File: config.mk
export PLATFORM = sky130hd
export DESIGN_NAME = fastener_shape_classifier_core
export DESIGN_NICKNAME = d
export VERILOG_FILES = /design/src/rtl/fsc_pkg.sv /design/src/rtl/fsc_div_pipe.sv /design/src/rtl/fsc_classify.sv /design/src/rtl/fsc_match.sv /design/src/rtl/fastener_shape_classifier_core.sv
export SDC_FILE = /design/constraint.sdc
export NUM_CORES = 2
export LEC_CHECK = 0
export ABC_AREA = 1
export BUFFER_PORTS_ARGS = -buffer_cell sky130_fd_sc_hd__buf_2
export CAP_MARGIN = 20
export CORE_UTILIZATION = 45
export CTS_CLUSTER_DIAMETER = 100
export DETAILED_ROUTE_END_ITERATION = 10
export SLEW_MARGIN = 30
export SYNTH_ARGS = -nofsm -noshare
export SYNTH_HDL_FRONTEND = slang
export SYNTH_SLANG_ARGS = --single-unit
File: constraint.sdc
create_clock -name aclk -period 42.9 [get_ports aclk]
set_input_delay 6.435 -clock aclk [delete_from_list [all_inputs] [get_ports aclk]]
set_output_delay 6.435 -clock aclk [all_outputs]
set_load 0.005 [all_outputs]
File: src/rtl/fsc_pkg.sv
// Shared types, constants and size tables of the fastener shape classifier.
// No dependencies; imported by fsc_classify, fsc_match and the core.
package fsc_pkg;

    localparam int LEN_W      = 16;
    localparam int ASPECT_W   = 20;
    localparam int CONF_W     = 16;
    localparam int IDX_W      = 3;
    localparam int TABLE_LEN  = 7;
    localparam int ASPECT_FRAC = 12;
    localparam int PROD_W     = CONF_W + ASPECT_W;

    typedef enum logic [1:0] {
        CLS_UNKNOWN = 2'd0,
        CLS_BOLT    = 2'd1,
        CLS_NUT     = 2'd2
    } shape_class_t;

    typedef enum logic [2:0] {
        RSN_DEGENERATE      = 3'd0,
        RSN_ROD             = 3'd1,
        RSN_COMPACT_BORE    = 3'd2,
        RSN_COMPACT_NO_BORE = 3'd3,
        RSN_BETWEEN         = 3'd4
    } reason_t;

    typedef enum logic [2:0] {
        CFG_ROD_ASPECT_GATE      = 3'd0,
        CFG_COMPACT_ASPECT_GATE  = 3'd1,
        CFG_TIGHT_COMPACT_ASPECT = 3'd2,
        CFG_CONFIDENCE_CAP       = 3'd3,
        CFG_FIT_ERROR_GATE       = 3'd4,
        CFG_ROD_BASE_CONFIDENCE  = 3'd5,
        CFG_ROD_CONFIDENCE_SLOPE = 3'd6
    } cfg_index_t;

    localparam logic [ASPECT_W-1:0] RST_ROD_ASPECT_GATE      = 20'd10240;
    localparam logic [ASPECT_W-1:0] RST_COMPACT_ASPECT_GATE  = 20'd5734;
    localparam logic [ASPECT_W-1:0] RST_TIGHT_COMPACT_ASPECT = 20'd4915;
    localparam logic [CONF_W-1:0]   RST_CONFIDENCE_CAP       = 16'd58982;
    localparam logic [CONF_W-1:0]   RST_FIT_ERROR_GATE       = 16'd9830;
    localparam logic [CONF_W-1:0]   RST_ROD_BASE_CONFIDENCE  = 16'd36045;
    localparam logic [CONF_W-1:0]   RST_ROD_CONFIDENCE_SLOPE = 16'd5243;

    localparam logic [CONF_W-1:0] NUT_CONF_HIGH = 16'd49152;  // 0.75
    localparam logic [CONF_W-1:0] NUT_CONF_LOW  = 16'd39322;  // 0.6

    // Q8.8 mm: shaft diameters M3..M12, then hex across-flats M3..M12
    localparam logic [LEN_W-1:0] SHAFT_Q88 [TABLE_LEN] =
        '{16'd768, 16'd1024, 16'd1280, 16'd1536, 16'd2048, 16'd2560, 16'd3072};
    localparam logic [LEN_W-1:0] FLATS_Q88 [TABLE_LEN] =
        '{16'd1408, 16'd1792, 16'd2048, 16'd2560, 16'd3328, 16'd4096, 16'd4608};

    typedef struct packed {
        logic [ASPECT_W-1:0] rod_aspect_gate;
        logic [ASPECT_W-1:0] compact_aspect_gate;
        logic [ASPECT_W-1:0] tight_compact_aspect;
        logic [CONF_W-1:0]   confidence_cap;
        logic [CONF_W-1:0]   fit_error_gate;
        logic [CONF_W-1:0]   rod_base_confidence;
        logic [CONF_W-1:0]   rod_confidence_slope;
    } cfg_t;

    typedef struct packed {
        shape_class_t      shape_class;
        reason_t           reason_code;
        logic [CONF_W-1:0] class_confidence;
    } cls_side_t;

    typedef struct packed {
        shape_class_t      shape_class;
        logic [CONF_W-1:0] class_confidence;
        reason_t           reason_code;
        logic              nominal_valid;
        logic [IDX_W-1:0]  nominal_index;
        logic [LEN_W-1:0]  reference_mm;
        logic [CONF_W-1:0] fit_error;
        logic [CONF_W-1:0] nominal_confidence;
    } result_t;

    function automatic logic [LEN_W-1:0] size_ref(input logic nut, input logic [IDX_W-1:0] idx);
        logic [LEN_W-1:0] r;
        r = '0;
        for (int i = 0; i < TABLE_LEN; i++) begin
            if (idx == IDX_W'(i)) begin
                r = nut ? FLATS_Q88[i] : SHAFT_Q88[i];
            end
        end
        return r;
    endfunction

endpackage

File: src/rtl/fsc_div_pipe.sv
// Pipelined restoring divider, up to BPS quotient bits per register stage.
// Caller guarantees in_hi < in_div so the quotient fits QW bits.
module fsc_div_pipe #(
    parameter int QW  = 20,
    parameter int DW  = 16,
    parameter int BPS = 4,
    parameter int SW  = 1
) (
    input  logic          aclk,
    input  logic          aresetn,
    input  logic          en,
    input  logic          in_valid,
    input  logic [DW-1:0] in_hi,
    input  logic [QW-1:0] in_lo,
    input  logic [DW-1:0] in_div,
    input  logic [SW-1:0] in_side,
    output logic          out_valid,
    output logic [QW-1:0] out_quot,
    output logic [SW-1:0] out_side
);

    localparam int STAGES = (QW + BPS - 1) / BPS;

    logic          valid_reg [STAGES];
    logic [DW-1:0] rem_reg   [STAGES];
    logic [QW-1:0] lo_reg    [STAGES];
    logic [QW-1:0] quot_reg  [STAGES];
    logic [DW-1:0] div_reg   [STAGES];
    logic [SW-1:0] side_reg  [STAGES];

    for (genvar s = 0; s < STAGES; s++) begin : g_stage
        localparam int NB = ((QW - s * BPS) < BPS) ? (QW - s * BPS) : BPS;

        logic          prev_valid;
        logic [DW-1:0] prev_rem;
        logic [QW-1:0] prev_lo;
        logic [QW-1:0] prev_quot;
        logic [DW-1:0] prev_div;
        logic [SW-1:0] prev_side;
        logic [DW-1:0] rem_next;
        logic [QW-1:0] lo_next;
        logic [QW-1:0] quot_next;

        if (s == 0) begin : g_first
            assign prev_valid = in_valid;
            assign prev_rem   = in_hi;
            assign prev_lo    = in_lo;
            assign prev_quot  = '0;
            assign prev_div   = in_div;
            assign prev_side  = in_side;
        end else begin : g_rest
            assign prev_valid = valid_reg[s-1];
            assign prev_rem   = rem_reg[s-1];
            assign prev_lo    = lo_reg[s-1];
            assign prev_quot  = quot_reg[s-1];
            assign prev_div   = div_reg[s-1];
            assign prev_side  = side_reg[s-1];
        end

        always_comb begin
            logic [DW:0] trial;
            logic        ge;
            rem_next  = prev_rem;
            lo_next   = prev_lo;
            quot_next = prev_quot;
            for (int j = 0; j < NB; j++) begin
                trial   = {rem_next, lo_next[QW-1]};
                lo_next = lo_next << 1;
                ge      = (trial >= {1'b0, prev_div});
                if (ge) begin
                    rem_next = DW'(trial - {1'b0, prev_div});
                end else begin
                    rem_next = trial[DW-1:0];
                end
                quot_next = (quot_next << 1) | QW'(ge);
            end
        end

        always_ff @(posedge aclk) begin
            if (!aresetn) begin
                valid_reg[s] <= 1'b0;
            end else if (en) begin
                valid_reg[s] <= prev_valid;
            end
        end

        always_ff @(posedge aclk) begin
            if (en) begin
                rem_reg[s]  <= rem_next;
                lo_reg[s]   <= lo_next;
                quot_reg[s] <= quot_next;
                div_reg[s]  <= prev_div;
                side_reg[s] <= prev_side;
            end
        end
    end

    assign out_valid = valid_reg[STAGES-1];
    assign out_quot  = quot_reg[STAGES-1];
    assign out_side  = side_reg[STAGES-1];

endmodule

File: src/rtl/fsc_classify.sv
// Aspect gating and class confidence, two register stages.
// Depends on fsc_pkg (cfg_t, cls_side_t, class and reason codes).
module fsc_classify (
    input  logic                         aclk,
    input  logic                         aresetn,
    input  logic                         en,
    input  fsc_pkg::cfg_t                cfg,
    input  logic                         in_valid,
    input  logic [fsc_pkg::ASPECT_W-1:0] in_aspect,
    input  logic                         in_degen,
    input  logic                         in_bore_nz,
    input  logic [fsc_pkg::LEN_W-1:0]    in_width,
    output logic                         out_valid,
    output fsc_pkg::cls_side_t           out_side,
    output logic [fsc_pkg::LEN_W-1:0]    out_width
);
    import fsc_pkg::*;

    localparam int SUM_W = PROD_W - ASPECT_FRAC + 1;

    // first stage: gates and gain product
    shape_class_t        cls_next;
    reason_t             reason_next;
    logic [PROD_W-1:0]   prod_next;
    logic [ASPECT_W-1:0] diff;

    logic                valid1_reg;
    shape_class_t        cls_reg;
    reason_t             reason_reg;
    logic [PROD_W-1:0]   prod_reg;
    logic                tight_reg;
    logic [LEN_W-1:0]    width1_reg;

    always_comb begin
        diff      = in_aspect - cfg.rod_aspect_gate;
        prod_next = PROD_W'(cfg.rod_confidence_slope) * PROD_W'(diff);
        if (in_degen) begin
            cls_next    = CLS_UNKNOWN;
            reason_next = RSN_DEGENERATE;
        end else if (in_aspect >= cfg.rod_aspect_gate) begin
            cls_next    = CLS_BOLT;
            reason_next = RSN_ROD;
        end else if (in_aspect <= cfg.compact_aspect_gate) begin
            cls_next    = in_bore_nz ? CLS_NUT : CLS_UNKNOWN;
            reason_next = in_bore_nz ? RSN_COMPACT_BORE : RSN_COMPACT_NO_BORE;
        end else begin
            cls_next    = CLS_UNKNOWN;
            reason_next = RSN_BETWEEN;
        end
    end

    always_ff @(posedge aclk) begin
        if (!aresetn) begin
            valid1_reg <= 1'b0;
        end else if (en) begin
            valid1_reg <= in_valid;
        end
    end

    always_ff @(posedge aclk) begin
        if (en) begin
            cls_reg    <= cls_next;
            reason_reg <= reason_next;
            prod_reg   <= prod_next;
            tight_reg  <= (in_aspect <= cfg.tight_compact_aspect);
            width1_reg <= in_width;
        end
    end

    // second stage: confidence, capped
    logic [SUM_W-1:0]  bolt_sum;
    logic [CONF_W-1:0] nut_conf;
    cls_side_t         side_next;

    logic              valid2_reg;
    cls_side_t         side_reg;
    logic [LEN_W-1:0]  width2_reg;

    always_comb begin
        bolt_sum = SUM_W'(cfg.rod_base_confidence) + SUM_W'(prod_reg[PROD_W-1:ASPECT_FRAC]);
        nut_conf = tight_reg ? NUT_CONF_HIGH : NUT_CONF_LOW;
        side_next.shape_class = cls_reg;
        side_next.reason_code = reason_reg;
        case (cls_reg)
            CLS_BOLT: begin
                side_next.class_confidence = (bolt_sum > SUM_W'(cfg.confidence_cap)) ?
                    cfg.confidence_cap : bolt_sum[CONF_W-1:0];
            end
            CLS_NUT: begin
                side_next.class_confidence = (nut_conf > cfg.confidence_cap) ?
                    cfg.confidence_cap : nut_conf;
            end
            default: begin
                side_next.class_confidence = '0;
            end
        endcase
    end

    always_ff @(posedge aclk) begin
        if (!aresetn) begin
            valid2_reg <= 1'b0;
        end else if (en) begin
            valid2_reg <= valid1_reg;
        end
    end

    always_ff @(posedge aclk) begin
        if (en) begin
            side_reg   <= side_next;
            width2_reg <= width1_reg;
        end
    end

    assign out_valid = valid2_reg;
    assign out_side  = side_reg;
    assign out_width = width2_reg;

endmodule

File: src/rtl/fsc_match.sv
// Nearest table entry search: distance stage, then first-minimum stage.
// Depends on fsc_pkg (size tables, size_ref).
module fsc_match #(
    parameter int SCAN_N = 7,
    parameter int SW     = 1
) (
    input  logic                      aclk,
    input  logic                      aresetn,
    input  logic                      en,
    input  logic                      in_valid,
    input  logic                      in_nut,
    input  logic [fsc_pkg::LEN_W-1:0] in_width,
    input  logic [SW-1:0]             in_side,
    output logic                      out_valid,
    output logic [fsc_pkg::IDX_W-1:0] out_index,
    output logic [fsc_pkg::LEN_W-1:0] out_dist,
    output logic [fsc_pkg::LEN_W-1:0] out_ref,
    output logic [SW-1:0]             out_side
);
    import fsc_pkg::*;

    logic [LEN_W-1:0] dist_next [TABLE_LEN];
    logic [LEN_W-1:0] dist_reg  [TABLE_LEN];
    logic             valid1_reg;
    logic             nut_reg;
    logic [SW-1:0]    side1_reg;

    always_comb begin
        logic [LEN_W-1:0] r;
        for (int i = 0; i < TABLE_LEN; i++) begin
            r = in_nut ? FLATS_Q88[i] : SHAFT_Q88[i];
            dist_next[i] = (in_width > r) ? (in_width - r) : (r - in_width);
        end
    end

    always_ff @(posedge aclk) begin
        if (!aresetn) begin
            valid1_reg <= 1'b0;
        end else if (en) begin
            valid1_reg <= in_valid;
        end
    end

    always_ff @(posedge aclk) begin
        if (en) begin
            dist_reg  <= dist_next;
            nut_reg   <= in_nut;
            side1_reg <= in_side;
        end
    end

    // strict less-than keeps the first entry on ties
    logic [IDX_W-1:0] best_idx;
    logic [LEN_W-1:0] best_dist;

    always_comb begin
        best_idx  = '0;
        best_dist = dist_reg[0];
        for (int i = 1; i < TABLE_LEN; i++) begin
            if (i < SCAN_N && dist_reg[i] < best_dist) begin
                best_idx  = IDX_W'(i);
                best_dist = dist_reg[i];
            end
        end
    end

    logic             valid2_reg;
    logic [IDX_W-1:0] idx_reg;
    logic [LEN_W-1:0] dist2_reg;
    logic [LEN_W-1:0] ref_reg;
    logic [SW-1:0]    side2_reg;

    always_ff @(posedge aclk) begin
        if (!aresetn) begin
            valid2_reg <= 1'b0;
        end else if (en) begin
            valid2_reg <= valid1_reg;
        end
    end

    always_ff @(posedge aclk) begin
        if (en) begin
            idx_reg   <= best_idx;
            dist2_reg <= best_dist;
            ref_reg   <= size_ref(nut_reg, best_idx);
            side2_reg <= side1_reg;
        end
    end

    assign out_valid = valid2_reg;
    assign out_index = idx_reg;
    assign out_dist  = dist2_reg;
    assign out_ref   = ref_reg;
    assign out_side  = side2_reg;

endmodule

File: src/rtl/fastener_shape_classifier_core.sv
// Fastener shape classifier: aspect, class, nominal size match per object.
// One word per cycle sustained while the skid slot is empty; a full slot stalls
// the whole pipeline. The three dividers are 4-bit-per-stage pipelines, so depth
// is set by their 20-, 16- and 17-bit quotients plus in/out regs and classify/match.
// aresetn (sync, active low) empties the pipeline and loads register defaults.
// Depends on fsc_pkg, fsc_div_pipe, fsc_classify, fsc_match.
module fastener_shape_classifier_core #(
    parameter int SIZE_ENTRIES = 7
) (
    input  logic        aclk,
    input  logic        aresetn,
    input  logic        s_tvalid,
    output logic        s_tready,
    input  logic [39:0] s_tdata,   // length_mm[15:0], width_mm[31:16], bore_count[39:32]
    output logic        m_tvalid,
    input  logic        m_tready,
    // shape_class[1:0], class_confidence[17:2], reason_code[20:18], nominal_valid[21],
    // nominal_index[24:22], reference_mm[40:25], fit_error[56:41],
    // nominal_confidence[72:57], zero fill [79:73]
    output logic [79:0] m_tdata,
    input  logic        cfg_valid,
    output logic        cfg_ready,
    input  logic [2:0]  cfg_index,
    input  logic [19:0] cfg_wdata
);
    import fsc_pkg::*;

    localparam int SCAN_N = (SIZE_ENTRIES > TABLE_LEN) ? TABLE_LEN :
                            ((SIZE_ENTRIES < 1) ? 1 : SIZE_ENTRIES);
    localparam logic [CONF_W:0] CONF_ONE = {1'b1, {CONF_W{1'b0}}};

    typedef struct packed {
        logic [LEN_W-1:0] width;
        logic             bore_nz;
        logic             degen;
        logic             sat;
    } asp_side_t;

    typedef struct packed {
        cls_side_t        cls;
        logic [IDX_W-1:0] idx;
        logic [LEN_W-1:0] ref_mm;
        logic             sat;
    } rel_side_t;

    typedef struct packed {
        cls_side_t         cls;
        logic              accept;
        logic [IDX_W-1:0]  idx;
        logic [LEN_W-1:0]  ref_mm;
        logic [CONF_W-1:0] rel;
    } fit_side_t;

    // configuration registers
    cfg_t cfg_reg;

    assign cfg_ready = 1'b1;

    always_ff @(posedge aclk) begin
        if (!aresetn) begin
            cfg_reg.rod_aspect_gate      <= RST_ROD_ASPECT_GATE;
            cfg_reg.compact_aspect_gate  <= RST_COMPACT_ASPECT_GATE;
            cfg_reg.tight_compact_aspect <= RST_TIGHT_COMPACT_ASPECT;
            cfg_reg.confidence_cap       <= RST_CONFIDENCE_CAP;
            cfg_reg.fit_error_gate       <= RST_FIT_ERROR_GATE;
            cfg_reg.rod_base_confidence  <= RST_ROD_BASE_CONFIDENCE;
            cfg_reg.rod_confidence_slope <= RST_ROD_CONFIDENCE_SLOPE;
        end else if (cfg_valid && cfg_ready) begin
            unique case (cfg_index)
                CFG_ROD_ASPECT_GATE:      cfg_reg.rod_aspect_gate      <= cfg_wdata;
                CFG_COMPACT_ASPECT_GATE:  cfg_reg.compact_aspect_gate  <= cfg_wdata;
                CFG_TIGHT_COMPACT_ASPECT: cfg_reg.tight_compact_aspect <= cfg_wdata;
                CFG_CONFIDENCE_CAP:       cfg_reg.confidence_cap       <= cfg_wdata[CONF_W-1:0];
                CFG_FIT_ERROR_GATE:       cfg_reg.fit_error_gate       <= cfg_wdata[CONF_W-1:0];
                CFG_ROD_BASE_CONFIDENCE:  cfg_reg.rod_base_confidence  <= cfg_wdata[CONF_W-1:0];
                CFG_ROD_CONFIDENCE_SLOPE: cfg_reg.rod_confidence_slope <= cfg_wdata[CONF_W-1:0];
                default: ;
            endcase
        end
    end

    // whole pipeline moves together; only a full skid slot holds it
    logic skid_valid_reg;
    logic en;

    assign en       = !skid_valid_reg;
    assign s_tready = en;

    // input stage
    logic             in_valid_reg;
    logic [LEN_W-1:0] length_mm_reg;
    logic [LEN_W-1:0] width_mm_reg;
    logic [7:0]       bore_count_reg;

    always_ff @(posedge aclk) begin
        if (!aresetn) begin
            in_valid_reg <= 1'b0;
        end else if (en) begin
            in_valid_reg <= s_tvalid;
        end
    end

    always_ff @(posedge aclk) begin
        if (en) begin
            length_mm_reg  <= s_tdata[15:0];
            width_mm_reg   <= s_tdata[31:16];
            bore_count_reg <= s_tdata[39:32];
        end
    end

    // aspect = (length << 12) / width; saturates when length >> 8 reaches width
    asp_side_t        asp_in_side;
    logic [LEN_W-1:0] asp_hi;
    logic [LEN_W-1:0] len_top;

    always_comb begin
        len_top             = {8'b0, length_mm_reg[15:8]};
        asp_in_side.width   = width_mm_reg;
        asp_in_side.bore_nz = (bore_count_reg != 8'd0);
        asp_in_side.degen   = (length_mm_reg == '0) || (width_mm_reg == '0);
        asp_in_side.sat     = (len_top >= width_mm_reg);
        asp_hi              = asp_in_side.sat ? '0 : len_top;
    end

    logic                asp_valid;
    logic [ASPECT_W-1:0] asp_quot;
    asp_side_t           asp_side;

    fsc_div_pipe #(
        .QW (ASPECT_W),
        .DW (LEN_W),
        .BPS(4),
        .SW ($bits(asp_side_t))
    ) u_aspect_div (
        .aclk     (aclk),
        .aresetn  (aresetn),
        .en       (en),
        .in_valid (in_valid_reg),
        .in_hi    (asp_hi),
        .in_lo    ({length_mm_reg[7:0], {ASPECT_FRAC{1'b0}}}),
        .in_div   (width_mm_reg),
        .in_side  (asp_in_side),
        .out_valid(asp_valid),
        .out_quot (asp_quot),
        .out_side (asp_side)
    );

    logic [ASPECT_W-1:0] aspect;
    assign aspect = asp_side.sat ? {ASPECT_W{1'b1}} : asp_quot;

    logic             cls_valid;
    cls_side_t        cls_side;
    logic [LEN_W-1:0] cls_width;

    fsc_classify u_classify (
        .aclk      (aclk),
        .aresetn   (aresetn),
        .en        (en),
        .cfg       (cfg_reg),
        .in_valid  (asp_valid),
        .in_aspect (aspect),
        .in_degen  (asp_side.degen),
        .in_bore_nz(asp_side.bore_nz),
        .in_width  (asp_side.width),
        .out_valid (cls_valid),
        .out_side  (cls_side),
        .out_width (cls_width)
    );

    logic             mt_valid;
    logic [IDX_W-1:0] mt_index;
    logic [LEN_W-1:0] mt_dist;
    logic [LEN_W-1:0] mt_ref;
    cls_side_t        mt_side;

    fsc_match #(
        .SCAN_N(SCAN_N),
        .SW    ($bits(cls_side_t))
    ) u_match (
        .aclk     (aclk),
        .aresetn  (aresetn),
        .en       (en),
        .in_valid (cls_valid),
        .in_nut   (cls_side.shape_class == CLS_NUT),
        .in_width (cls_width),
        .in_side  (cls_side),
        .out_valid(mt_valid),
        .out_index(mt_index),
        .out_dist (mt_dist),
        .out_ref  (mt_ref),
        .out_side (mt_side)
    );

    // relative error = (dist << 16) / ref, saturating when dist reaches ref
    rel_side_t        rel_in_side;
    logic [LEN_W-1:0] rel_hi;

    always_comb begin
        rel_in_side.cls    = mt_side;
        rel_in_side.idx    = mt_index;
        rel_in_side.ref_mm = mt_ref;
        rel_in_side.sat    = (mt_dist >= mt_ref);
        rel_hi             = rel_in_side.sat ? '0 : mt_dist;
    end

    logic              rel_valid;
    logic [CONF_W-1:0] rel_quot;
    rel_side_t         rel_side;

    fsc_div_pipe #(
        .QW (CONF_W),
        .DW (LEN_W),
        .BPS(4),
        .SW ($bits(rel_side_t))
    ) u_rel_div (
        .aclk     (aclk),
        .aresetn  (aresetn),
        .en       (en),
        .in_valid (mt_valid),
        .in_hi    (rel_hi),
        .in_lo    ('0),
        .in_div   (mt_ref),
        .in_side  (rel_in_side),
        .out_valid(rel_valid),
        .out_quot (rel_quot),
        .out_side (rel_side)
    );

    // nominal confidence term = (rel << 16) / gate; rel <= gate keeps it <= 65536
    fit_side_t fit_in_side;

    always_comb begin
        fit_in_side.cls    = rel_side.cls;
        fit_in_side.idx    = rel_side.idx;
        fit_in_side.ref_mm = rel_side.ref_mm;
        fit_in_side.rel    = rel_side.sat ? {CONF_W{1'b1}} : rel_quot;
        fit_in_side.accept = (rel_side.cls.shape_class != CLS_UNKNOWN) &&
                             (fit_in_side.rel <= cfg_reg.fit_error_gate);
    end

    logic              fit_valid;
    logic [CONF_W:0]   fit_quot;
    fit_side_t         fit_side;

    fsc_div_pipe #(
        .QW (CONF_W + 1),
        .DW (CONF_W),
        .BPS(4),
        .SW ($bits(fit_side_t))
    ) u_conf_div (
        .aclk     (aclk),
        .aresetn  (aresetn),
        .en       (en),
        .in_valid (rel_valid),
        .in_hi    ({1'b0, fit_in_side.rel[CONF_W-1:1]}),
        .in_lo    ({fit_in_side.rel[0], {CONF_W{1'b0}}}),
        .in_div   (cfg_reg.fit_error_gate),
        .in_side  (fit_in_side),
        .out_valid(fit_valid),
        .out_quot (fit_quot),
        .out_side (fit_side)
    );

    // result assembly
    result_t           fin_data;
    logic [CONF_W:0]   nconf_raw;
    logic [CONF_W-1:0] nconf;

    always_comb begin
        nconf_raw = CONF_ONE - fit_quot;
        if (cfg_reg.fit_error_gate == '0) begin
            nconf = cfg_reg.confidence_cap;        // only an exact fit gets here
        end else if (nconf_raw > {1'b0, cfg_reg.confidence_cap}) begin
            nconf = cfg_reg.confidence_cap;
        end else begin
            nconf = nconf_raw[CONF_W-1:0];
        end
        fin_data.shape_class      = fit_side.cls.shape_class;
        fin_data.class_confidence = fit_side.cls.class_confidence;
        fin_data.reason_code      = fit_side.cls.reason_code;
        fin_data.nominal_valid    = fit_side.accept;
        if (fit_side.accept) begin
            fin_data.nominal_index      = fit_side.idx;
            fin_data.reference_mm       = fit_side.ref_mm;
            fin_data.fit_error          = fit_side.rel;
            fin_data.nominal_confidence = nconf;
        end else begin
            fin_data.nominal_index      = '0;
            fin_data.reference_mm       = '0;
            fin_data.fit_error          = '0;
            fin_data.nominal_confidence = '0;
        end
    end

    // output register plus one skid slot
    logic    out_valid_reg;
    result_t out_data_reg;
    result_t skid_data_reg;

    always_ff @(posedge aclk) begin
        if (!aresetn) begin
            out_valid_reg  <= 1'b0;
            skid_valid_reg <= 1'b0;
        end else if (skid_valid_reg) begin
            if (m_tready) begin
                skid_valid_reg <= 1'b0;
            end
        end else if (!out_valid_reg || m_tready) begin
            out_valid_reg <= fit_valid;
        end else if (fit_valid) begin
            skid_valid_reg <= 1'b1;
        end
    end

    always_ff @(posedge aclk) begin
        if (skid_valid_reg) begin
            if (m_tready) begin
                out_data_reg <= skid_data_reg;
            end
        end else if (!out_valid_reg || m_tready) begin
            out_data_reg <= fin_data;
        end else begin
            skid_data_reg <= fin_data;
        end
    end

    assign m_tvalid = out_valid_reg;
    assign m_tdata  = {7'b0,
                       out_data_reg.nominal_confidence,
                       out_data_reg.fit_error,
                       out_data_reg.reference_mm,
                       out_data_reg.nominal_index,
                       out_data_reg.nominal_valid,
                       out_data_reg.reason_code,
                       out_data_reg.class_confidence,
                       out_data_reg.shape_class};

    // a word in the skid slot always has one ahead of it
    a_skid_behind_out: assert property (@(posedge aclk) disable iff (!aresetn)
        skid_valid_reg |-> out_valid_reg)
        else $error("skid slot full with output register empty");

    a_unknown_is_empty: assert property (@(posedge aclk) disable iff (!aresetn)
        (out_valid_reg && out_data_reg.shape_class == CLS_UNKNOWN) |->
        (out_data_reg.class_confidence == '0 && !out_data_reg.nominal_valid))
        else $error("unknown class carries confidence or size match");

    a_rod_is_bolt: assert property (@(posedge aclk) disable iff (!aresetn)
        out_valid_reg |->
        ((out_data_reg.reason_code == RSN_ROD) == (out_data_reg.shape_class == CLS_BOLT)))
        else $error("rod reason and bolt class disagree");

    a_fit_within_gate: assert property (@(posedge aclk) disable iff (!aresetn)
        (out_valid_reg && out_data_reg.nominal_valid) |->
        (out_data_reg.fit_error <= cfg_reg.fit_error_gate))
        else $error("accepted match above fit error gate");

    a_index_scanned: assert property (@(posedge aclk) disable iff (!aresetn)
        (out_valid_reg && out_data_reg.nominal_valid) |->
        (out_data_reg.nominal_index < IDX_W'(SCAN_N)))
        else $error("matched index beyond scanned entries");

endmodule
==> impl_results.md <==
- Status: complete, no violations
- Die Wd: 467.4 um
- HP Class: flip-flop to flip-flop
- Most numerous cell on the critical path: a21oi_1
- Core box area: between 200000 and 250000 sq um
- Worst path slowest cell: o21a_1
- Clock slew seen by the registers of the worst setup and hold paths: ~0.060 ns
- Crit end category: flip-flop
- CTS tree: done
- Via count: 72420
- Largest register FFs: 235
- Synthesized area per cell: 9.281 sq um
- DR pass1 iterations: 5
- Placer Congestion: 0.9105
- DP Wirelength: around 190000 um
- Relative slew slack: a little under a third
- Post-layout nets: ~12000
- Share of post-route cells with drive strength above 1: approximately 6%
- CP Max Fanout: 24
- Commonest cells post-synth: nand2_1 (2086), inv_1 (1275), edfxtp_1 (1271), ha_1 (1007), o21ai_0 (916)
- Initial core utilization: a little under half
- Most frequent cell after synthesis: nand2_1
- Top FF cell, synth: edfxtp_1
- FMAX: around 0.067 GHz
- Fin. Hold Viols: 0
- Port Buf Inserts: ~130
- Max Clock Skew: about 0.065 ns
- EDFF count, synth: between 1000 and 1500
- Synth-to-Final Area Change: 9.195%
- Netlist Area Pre-Place: about 100000 sq um
- Post-CTS Setup Bufs: 0
- Worst path arrival time: 15.45 ns
- Max Slew Vio Count: 0
- Filler cells: 19770
- Vias per cell: between 5 and 6
- Hold slack: between 0.3 and 0.4 ns
- Grt ovf: 0
- Crit start category: flip-flop
- All-Layer GR Usage: between 20% and 30%
- IO Count: ~150
- TritonCTS sink count: between 1000 and 1500
- First-pass GRT wire length: between 300000 and 400000 um
- # rows: 170
- Drt first-iter violations: 5052
- Unrepaired setup endpoints after global routing: no
- Via count of the first global-routing pass: ~71000
- Maxcap violations: 0
- Worst-margin pin slew: between 1 and 1.5 ns
- Synth area leader: edfxtp_1
- CP max stage delay: 0.52 ns
- Number of buffers created by CTS: around 160
- Cells after Synth: ~11000
- Type of the worst setup path: flip-flop to flip-flop
- Async SR Flop Fraction: 0%
- Setup violators final: 0
- Die area: roughly 220000 sq um
- Setup tns final: 0 ns
- Share of the synthesized area in the top cell type: 39.16%
- Largest net degree at the start of global routing: ~180
- Post-synthesis sequential area ratio: between 40% and 50%
- Final WL: around 240000 um
- Cell variety after synth: 87
- Area after DPL: 100900 sq um
- Yosys warning total: 0
- Final period utilization: a little over a third
- Register bit total from synthesis: 1405
- Worst EP required: around 43 ns
- Clock root cell: clkbuf_16
- DRC violation count after routing: 0
- Routed len/inst: between 15 and 20 um
- Post-CTS Resized: 0
- CTS H-tree lvls: 4
- Antenna violations before repair: 8
- Routed Antenna Nets: 0
- Bufs on Longest Clock Path: 3
- Skew-Pair Late Insertion Delay: 0.83 ns
- Final worst path period need: approximately 15 ns
- CTS Hold Bufs: 0
- Final Instance Area: about 110000 sq um
- Die H: 467.4 um
- Top post-synthesis cells by area: edfxtp_1 (39%), ha_1 (13%), nand2_1 (8.0%)
stage by stage:
step | std cells | setup slack [ns] | util, %
2_1_floorplan | 10520 | 5.338 | -
6_report | 13570 | 27.96 | 49.54
3_5_place_dp | 13270 | 27.95 | 46.98
4_1_cts | 13560 | 27.92 | 49.50
5_1_grt | 13570 | 26.11 | 49.54
3_3_place_gp | 13270 | 27.84 | 46.98
cell usage in the layout (no fill, tap or decap), types with 281 or more instances in the layout:
master,Yosys,layout
inv_1,1275,1275
nor2_1,549,547
o21ai_0,916,915
xor2_1,376,375
ha_1,1007,1007
xnor2_1,281,281
nand2_1,2086,2085
edfxtp_1,1271,1271
nand3_1,285,284
a21oi_1,820,820
fa_1,282,282
cell families after synthesis:
kind of cell,Yosys count,synth area share (%)
AO/OA/AOI/OAI,2240,12.80
XOR/XNOR,658,5.921
adder cells (fa/ha/maj),1289,18.72
buffers and inverters,1607,6.445
flip-flops,1405,41.91
multiplexers,7,0.07574
other,2,0.007706
AND/OR/NAND/NOR,3293,14.11
cell type report:
type | count | area, sq um | area share [%]
clock inverters | 110 | 1344 | 1.263
diodes | 6 | 15.01 | 0.01411
multi-input cells | 7505 | 50440 | 47.40
well taps | 2838 | 3551 | 3.337
clock buffers | 182 | 4063 | 3.818
flip-flops and latches | 1405 | 40850 | 38.39
inverters | 1342 | 5060 | 4.755
repair buffers | 181 | 1091 | 1.025
per-layer routing:
layer / routed length [um] / GRT usage [%] / up-vias
met5: 44 / 0 / -
met4: 7060 / 6.838 / 8
met3: 11200 / 2.670 / 393
met2: 114500 / 36.92 / 1583
met1: 110600 / 29.65 / 34420
li1: - / - / 36020
critical path: cells and delay by family (launching register included):
| kind | cells | cell delay [ns] |
|---|---|---|
| compound gates | 48 | 8.24 |
| fa+ha+maj | 5 | 1.67 |
| simple gates | 24 | 2.64 |
| buf+inv | 9 | 1.65 |
| flops | 1 | 0.43 |
worst paths after layout:
path,from,end,slack (ns),cells past startpoint
worst max-delay path,width_mm_reg[1],u_aspect_div.rem_reg[0][3],27.96,86
worst min-delay path,u_rel_div.side_reg[0][35],u_rel_div.side_reg[1][35],0.38,0
worst max register to register,width_mm_reg[1],u_aspect_div.rem_reg[0][3],27.96,86
worst min register to register,u_rel_div.side_reg[0][35],u_rel_div.side_reg[1][35],0.38,0
Power is left out: the tool's default activity adds up to more than one toggle a clock period on the data nets, which glitch-free logic cannot reach.
